### config.mk
export PLATFORM = sky130hd
export DESIGN_NAME = sequenced_ring_journal
export DESIGN_NICKNAME = d
export VERILOG_FILES = /design/src/sv/srj_pkg.sv /design/src/sv/srj_ram.sv /design/src/sv/srj_ctrl.sv /design/src/sv/srj_dp.sv /design/src/sv/sequenced_ring_journal.sv
export SDC_FILE = /design/constraint.sdc
export NUM_CORES = 2
export LEC_CHECK = 0
export ABC_AREA = 0
export BUFFER_PORTS_ARGS = -buffer_cell sky130_fd_sc_hd__buf_4
export CORE_ASPECT_RATIO = 1.2
export CORE_MARGIN = 2
export CORE_UTILIZATION = 56
export CTS_CLUSTER_SIZE = 20
export DETAILED_ROUTE_END_ITERATION = 10
export PLACE_DENSITY = 0.77
export SYNTH_ARGS = -nofsm -noshare
export SYNTH_HDL_FRONTEND = slang
export SYNTH_SLANG_ARGS = --single-unit
### constraint.sdc
create_clock -name clk -period 5.2 [get_ports clk]
set_clock_uncertainty 0.05 [all_clocks]
set_input_delay 0.26 -clock clk [delete_from_list [all_inputs] [get_ports clk]]
set_output_delay 0.26 -clock clk [all_outputs]
set_load 0.05 [all_outputs]
### src/sv/srj_pkg.sv
// ----------------------------------------------------------------------------
// srj_pkg: shared types and constants of the sequenced ring journal
// Ring depth, field widths, command and status bundles between the
// controller and the datapath.
// ----------------------------------------------------------------------------
package srj_pkg;

	localparam int CAPACITY = 32;
	localparam int SEQ_W    = 64;
	localparam int HANDLE_W = 32;
	localparam int SLOT_W   = (CAPACITY > 1) ? $clog2(CAPACITY) : 1;
	localparam int CNT_W    = $clog2(CAPACITY + 1);

	localparam logic [CNT_W-1:0]  CAP_CNT   = CNT_W'(CAPACITY);
	localparam logic [CNT_W:0]    CAP_WIDE  = (CNT_W + 1)'(CAPACITY);
	localparam logic [SLOT_W-1:0] LAST_SLOT = SLOT_W'(CAPACITY - 1);

	typedef enum logic {
		KIND_APPEND = 1'b0,
		KIND_READ   = 1'b1
	} kind_t;

	typedef struct packed {
		logic append;
		logic capture;
		logic reply_short;
		logic begin_emit;
		logic emit;
	} srj_cmd_t;

	typedef struct packed {
		logic empty_range;
		logic range_ok;
		logic final_entry;
	} srj_status_t;

endpackage

### src/sv/srj_ram.sv
// ----------------------------------------------------------------------------
// srj_ram: generic single-write, single-read RAM
// One write port and one read port with registered read data.
// ----------------------------------------------------------------------------
module srj_ram #(
	parameter int WIDTH = 32,
	parameter int DEPTH = 32
) (
	input  logic                                      clk,
	input  logic                                      we,
	input  logic [((DEPTH > 1) ? $clog2(DEPTH) : 1)-1:0] waddr,
	input  logic [WIDTH-1:0]                          wdata,
	input  logic                                      re,
	input  logic [((DEPTH > 1) ? $clog2(DEPTH) : 1)-1:0] raddr,
	output logic [WIDTH-1:0]                          rdata
);

	logic [WIDTH-1:0] mem_q [DEPTH];

	always_ff @(posedge clk) begin
		if (we) begin
			mem_q[waddr] <= wdata;
		end
		if (re) begin
			rdata <= mem_q[raddr];
		end
	end

endmodule

### src/sv/srj_ctrl.sv
// ----------------------------------------------------------------------------
// srj_ctrl: journal controller
// Accepts items, sequences the range check and the entry emission.
// ----------------------------------------------------------------------------
module srj_ctrl import srj_pkg::*; (
	input  logic        clk,
	input  logic        arst_n,
	input  logic        start,
	input  logic        kind,
	input  srj_status_t status,
	output srj_cmd_t    cmd,
	output logic        busy
);

	typedef enum logic [1:0] {
		ST_IDLE,
		ST_CHECK,
		ST_EMIT
	} state_t;

	state_t state_q;
	logic   accept;

	assign accept = start && !busy;

	always_comb begin
		cmd             = '0;
		cmd.append      = accept && (kind == KIND_APPEND);
		cmd.capture     = accept && (kind == KIND_READ);
		cmd.reply_short = (state_q == ST_CHECK) &&
			(status.empty_range || !status.range_ok);
		cmd.begin_emit  = (state_q == ST_CHECK) &&
			!status.empty_range && status.range_ok;
		cmd.emit        = (state_q == ST_EMIT);
	end

	always_ff @(posedge clk or negedge arst_n) begin
		if (!arst_n) begin
			state_q <= ST_IDLE;
			busy    <= 1'b0;
		end else begin
			case (state_q)
				ST_IDLE: begin
					if (cmd.capture) begin
						state_q <= ST_CHECK;
						busy    <= 1'b1;
					end
				end
				ST_CHECK: begin
					if (cmd.begin_emit) begin
						state_q <= ST_EMIT;
					end else begin
						state_q <= ST_IDLE;
						busy    <= 1'b0;
					end
				end
				ST_EMIT: begin
					if (status.final_entry) begin
						state_q <= ST_IDLE;
						busy    <= 1'b0;
					end
				end
				default: begin
					state_q <= ST_IDLE;
					busy    <= 1'b0;
				end
			endcase
		end
	end

endmodule

### src/sv/srj_dp.sv
// ----------------------------------------------------------------------------
// srj_dp: journal datapath
// Ring pointers, sequence counters, handle store, range checks and the
// result registers.
// ----------------------------------------------------------------------------
module srj_dp import srj_pkg::*; (
	input  logic                clk,
	input  logic                arst_n,
	input  srj_cmd_t            cmd,
	input  logic [HANDLE_W-1:0] request_handle,
	input  logic                handle_present,
	input  logic [SEQ_W-1:0]    after_seq,
	input  logic [SEQ_W-1:0]    through_seq,
	output srj_status_t         status,
	output logic                result_strobe,
	output logic [SEQ_W-1:0]    seq_out,
	output logic [HANDLE_W-1:0] handle_out,
	output logic                has_entry,
	output logic                success,
	output logic                last,
	output logic [SEQ_W-1:0]    latest_seq
);

	logic [CNT_W-1:0]    fill_q;
	logic [SLOT_W-1:0]   oldest_q;
	logic [SEQ_W-1:0]    latest_q;
	logic [SEQ_W-1:0]    base_q;
	logic [SEQ_W-1:0]    after_q;
	logic [SEQ_W-1:0]    through_q;
	logic [SEQ_W-1:0]    seq_q;
	logic [SLOT_W-1:0]   idx_q;
	logic [CNT_W-1:0]    remain_q;

	logic                full;
	logic                do_store;
	logic [SLOT_W-1:0]   wr_slot;
	logic [SLOT_W-1:0]   oldest_next;
	logic [SLOT_W-1:0]   idx_next;
	logic [SEQ_W-1:0]    offset_full;
	logic [SEQ_W-1:0]    span_full;
	logic [CNT_W:0]      start_sum;
	logic [SLOT_W-1:0]   start_idx;
	logic [HANDLE_W-1:0] rd_handle;

	assign full        = (fill_q == CAP_CNT);
	assign do_store    = cmd.append && handle_present;
	assign wr_slot     = full ? oldest_q : fill_q[SLOT_W-1:0];
	assign oldest_next = (oldest_q == LAST_SLOT) ? '0 : oldest_q + 1'b1;
	assign idx_next    = (idx_q == LAST_SLOT) ? '0 : idx_q + 1'b1;

	assign offset_full = after_q - base_q;
	assign span_full   = through_q - after_q;
	assign start_sum   = {1'b0, {(CNT_W - SLOT_W){1'b0}}, oldest_q} +
		{1'b0, offset_full[CNT_W-1:0]};
	assign start_idx   = (start_sum >= CAP_WIDE) ?
		SLOT_W'(start_sum - CAP_WIDE) : start_sum[SLOT_W-1:0];

	assign status.empty_range = (after_q >= through_q);
	assign status.range_ok    = (through_q <= latest_q) && (fill_q != '0) &&
		(after_q >= base_q);
	assign status.final_entry = (remain_q == CNT_W'(1));

	assign latest_seq = latest_q;
	assign handle_out = has_entry ? rd_handle : '0;

	srj_ram #(
		.WIDTH(HANDLE_W),
		.DEPTH(CAPACITY)
	) u_handle_ram (
		.clk  (clk),
		.we   (do_store),
		.waddr(wr_slot),
		.wdata(request_handle),
		.re   (cmd.emit),
		.raddr(idx_q),
		.rdata(rd_handle)
	);

	always_ff @(posedge clk or negedge arst_n) begin
		if (!arst_n) begin
			fill_q        <= '0;
			oldest_q      <= '0;
			latest_q      <= '0;
			base_q        <= '0;
			result_strobe <= 1'b0;
		end else begin
			if (do_store) begin
				latest_q <= latest_q + 1'b1;
				if (full) begin
					oldest_q <= oldest_next;
					base_q   <= base_q + 1'b1;
				end else begin
					fill_q <= fill_q + 1'b1;
				end
			end
			result_strobe <= cmd.append || cmd.reply_short || cmd.emit;
		end
	end

	always_ff @(posedge clk) begin
		if (cmd.capture) begin
			after_q   <= after_seq;
			through_q <= through_seq;
		end
		if (cmd.begin_emit) begin
			seq_q    <= after_q + 1'b1;
			idx_q    <= start_idx;
			remain_q <= span_full[CNT_W-1:0];
		end else if (cmd.emit) begin
			seq_q    <= seq_q + 1'b1;
			idx_q    <= idx_next;
			remain_q <= remain_q - 1'b1;
		end

		if (cmd.append) begin
			seq_out   <= handle_present ? latest_q + 1'b1 : latest_q;
			has_entry <= 1'b0;
			success   <= 1'b1;
			last      <= 1'b1;
		end else if (cmd.reply_short) begin
			seq_out   <= '0;
			has_entry <= 1'b0;
			success   <= status.empty_range;
			last      <= 1'b1;
		end else if (cmd.emit) begin
			seq_out   <= seq_q;
			has_entry <= 1'b1;
			success   <= 1'b1;
			last      <= status.final_entry;
		end
	end

endmodule

### src/sv/sequenced_ring_journal.sv
// ----------------------------------------------------------------------------
// sequenced_ring_journal: circular log of request handles with sequences
// Keeps the last CAPACITY appended handles, each tagged with a 64-bit
// sequence number, and replays sequence ranges on request.
//
// An item is taken at a rising edge with start high and busy low. Append
// items (kind 0) never raise busy: one can follow in every cycle while no
// read holds busy, and each gives one result in the cycle after it is
// taken. A range read (kind 1) raises busy, performs the range check and
// then streams one held entry per cycle out of the registered handle RAM
// port, in rising sequence order, with last set on the final one; busy
// stays high until the final entry is registered. An empty or failed read
// returns one result, registered at the end of the range check, and busy
// falls with it. Each result is shown for one cycle, marked by
// result_strobe; the receiver cannot stall, so results are never held
// back. latest_seq always reflects the journal after the item shown.
// Reset empties the journal and zeroes the latest sequence at once; the
// handle RAM needs no clearing since only written slots are ever read.
// ----------------------------------------------------------------------------
module sequenced_ring_journal import srj_pkg::*; (
	input  logic                clk,
	input  logic                arst_n,
	input  logic                start,
	output logic                busy,
	input  logic                kind,
	input  logic [HANDLE_W-1:0] request_handle,
	input  logic                handle_present,
	input  logic [SEQ_W-1:0]    after_seq,
	input  logic [SEQ_W-1:0]    through_seq,
	output logic                result_strobe,
	output logic [SEQ_W-1:0]    seq_out,
	output logic [HANDLE_W-1:0] handle_out,
	output logic                has_entry,
	output logic                success,
	output logic                last,
	output logic [SEQ_W-1:0]    latest_seq
);

	srj_cmd_t    cmd;
	srj_status_t status;

	srj_ctrl u_ctrl (
		.clk   (clk),
		.arst_n(arst_n),
		.start (start),
		.kind  (kind),
		.status(status),
		.cmd   (cmd),
		.busy  (busy)
	);

	srj_dp u_dp (
		.clk           (clk),
		.arst_n        (arst_n),
		.cmd           (cmd),
		.request_handle(request_handle),
		.handle_present(handle_present),
		.after_seq     (after_seq),
		.through_seq   (through_seq),
		.status        (status),
		.result_strobe (result_strobe),
		.seq_out       (seq_out),
		.handle_out    (handle_out),
		.has_entry     (has_entry),
		.success       (success),
		.last          (last),
		.latest_seq    (latest_seq)
	);

endmodule
==> flow_summary.ini <==
[power]
switching_power_mw = 9.60
vdd_ir_drop_max_uv = 395
combPwrFrac_pct = 21.9
p_per_area_nw_per_um2 = 407
p_seq_share_pct = 45.0
p_int_mw = 22.2
p_leak_nw = 28.2
power.clock.fraction_pct = 33.1
power_switching_share_pct = 30.2
total_power_mw = 31.8

[sta]
finalWorstSetupSlack_ns = -0.0530
hold_viol = 0
drv_slew = 0
min_period_over_period_pct = 101
layout_min_cycle_time_ns = 5.25
finalSetupViolations = 5
timing.fmax_mhz = 190
maxSlewHeadroom_pct = 23.6
tightest_slew_ns = 1.14
rsz0062_at_grt = true

[critical_path]
cpMaxStageDelayCell = dfrtp_1
arrival_ns = 5.72
crit_type = reg2reg
reg2reg_to = u_dp.seq_q[60]
endpoint = u_dp.seq_q[60]
crit_required_ns = 5.66
rr_startpoint = u_dp.base_q[0]
startpoint_type = flop
crit_path_end_kind = flop
ff2ff_path_depth = 25
critPathMaxStageDelay_ns = 0.42
crit_start = u_dp.base_q[0]
crit_fanout = 3
r2r_setup_slack_ns = -0.05

[floorplanning]
ios = 330
die_area_um2 = 119000
core-area_um2 = 116000
die_y_um = 378
die_x_um = 316
start_util_pct = 56.3
rows = 137

[placement]
placed_area_um2 = 71300
place_congestion = 0.956
dp_hpwl_um = 110000
pre_cts_ws_ns = -0.161
port_buffers = 329

[detailed_routing]
routed.top_layer = met5
drc_errors = 0
wl_per_cell_um = 25.6
routed_wl_um = 177000
drtAntennaViolNets = 0
dr_wl_met2_um = 89800
wl_met1_um = 62200
num_vias = 42400
avgViaCountPerCell = 6.14
wl_met3_um = 14000
drtIter0Drc = 4619
first_pass_iters = 6

[final_layout]
stdcell_area_um2 = 78100
layout-drive-gt1-share_pct = 20.7
fin_util_pct = 67.4
nets = 5641
diodes = 0
syn2layout_area_growth_pct = 19.6

[yosys]
async_flop_share_pct = 9.73
synth_top_area_share_pct = 60.9
yosysSeqAreaShare_pct = 66.4
avgSynthCellArea_um2 = 14.4
syn_nets = 4912
ys_ff_latch = 1469
yosysMostFrequentCell = edfxtp_1
netlist_area_um2 = 65300
synth_edf_count = 1323
ys.flop_type = edfxtp_1
yosysTopAreaCell = edfxtp_1
ys_top_cells_by_area = edfxtp_1 (61%), dfrtp_1 (5.5%), mux4_2 (4.4%)
postSynthCellCount = 4532
yosysWarnings = 0
yosysUniqueCellTypes = 75
synth_common_cells = edfxtp_1 (1323), nand2_1 (410), xnor2_1 (259), inv_1 (219)

[clocking]
cts_max_path_buffers = 3
cts-root-buf = clkbuf_16
numClockSinks = 1469
clk_pin_slew_worst_paths_ns = 0.06
tritoncts = built
cts_htree_levels = 4
clk_latency_ns = 0.78
cts_buffers = 144

[grt]
grt_max_degree = 131
antenna_found_initial = 1
grt_pass1_vias = 43400
overflow = 0
grt_pass1_wl_um = 263000
track_usage_pct = 29.8

[flow_run]
cap_violations = 0

[status]
violations = negative setup slack
status = complete, but fails checks

[hold_path]
worstHoldPathCells = 4
worstHoldPathType = in2reg
power groups by stage:
stage	Sequential, mW	Combinational [mW]	Clock (mW)
3_5_place_dp	14.5	6.69	0
4_1_cts	14.3	6.90	10.6
5_1_grt	14.4	7.40	11.1
6_report	14.3	6.95	10.5
2_1_floorplan	15.2	3.51	0
3_3_place_gp	14.5	6.58	0
sequential cells by signal, indices dropped and copies added, names as in the netlist, 2 cells and up:
signal and count:
u_dp.remain_q 6, u_dp.u_handle_ram.mem_q 1024, u_dp.latest_seq 64, u_dp.oldest_q 5, u_dp.through_q 64, u_dp.fill_q 6, u_dp.base_q 64, u_dp.idx_q 5
u_ctrl.state_q 2, u_dp.seq_q 64, u_dp.u_handle_ram.rdata 32, u_dp.after_q 64, u_dp.seq_out 64
area by class of cell:
type	count	area, um2
flip-flops and latches	1469	43400
inverters	219	822
clock buffers	185	3860
clock inverters	82	900
multi-input cells	2675	21000
repair buffers	752	6250
well taps	1529	1910
fillers	7707	37800
cell families (layout without fill, tap and decap cells):
group | Yosys count | count (layout) | synth area share (%)
AO/OA/AOI/OAI | 643 | 643 | 5.97
XOR/XNOR | 323 | 323 | 4.33
adder cells (fa/ha/maj) | 215 | 215 | 4.16
buffers and inverters | 388 | 1238 | 2.32
flip-flops | 1469 | 1469 | 66.4
multiplexers | 409 | 409 | 8.86
AND/OR/NAND/NOR | 1085 | 1085 | 7.92
how the worst min path moves through the flow:
stage | from | end | slack [ns]
finish | handle_present | u_dp.seq_out[44] | 0.11
global route | handle_present | u_dp.seq_out[0] | 0.09
CTS | handle_present | u_dp.seq_out[44] | 0.04
detailed placement | arst_n | u_dp.latest_seq[22] | 0.17
global placement | arst_n | u_dp.latest_seq[22] | 0.17
floorplan | arst_n | u_ctrl.busy | -0.09
worst max-delay path, delay by kind of cell, from the launching register on:
family	cells	cell delay (ns)
and+or+nand+nor	10	1.84
adders and majority gates	3	0.54
muxes	1	0.25
AOI/OAI and AO/OA	8	1.56
xor gates and xnor gates	1	0.10
DFF	1	0.42
buffers and inverters	2	0.25
routing by layer:
| metal | track usage (%) | vias up |
|---|---|---|
| met5 | 0 | - |
| met4 | 17.3 | 2 |
| met3 | 4.79 | 567 |
| met2 | 51.5 | 2372 |
| met1 | 35.1 | 20900 |
| li1 | - | 18600 |
cell usage in the layout, fill, tap and decap left out, types with 67 or more instances in the layout:
master            n
ha_1            210
a21oi_1         199
dlygate4sd3_1   163
nand3_1         128
edfxtp_1       1323
dfrtp_1         135
mux4_2          128
clkbuf_16       146
o21ai_0         208
inv_1           216
nand2_1         406
mux2_2           67
nand4_1         110
nor2_1          167
mux2i_1         211
xnor2_1         257
buf_4           571
o221ai_1         96
timing repair:
item | 4_1_cts | 5_1_grt
buffers inserted | 8 | 11
endpoints found under the hold margin | 1256 | 0
setup endpoints to repair | 9 | 17
pin swaps | 21 | 27
resized for setup | 33 | 29
hold buffers | 164 | 0
stage by stage:
step           setup TNS, ns  hold slack (ns)  std cells
2_1_floorplan              0          -0.0856       4532
3_3_place_gp               0            0.170       6465
3_5_place_dp          -0.674            0.167       6465
4_1_cts             -0.00664           0.0449       6904
5_1_grt                -1.86           0.0900       6911
6_report              -0.181            0.114       6911
No activity file was read; power rests on OpenSTA's default activity.
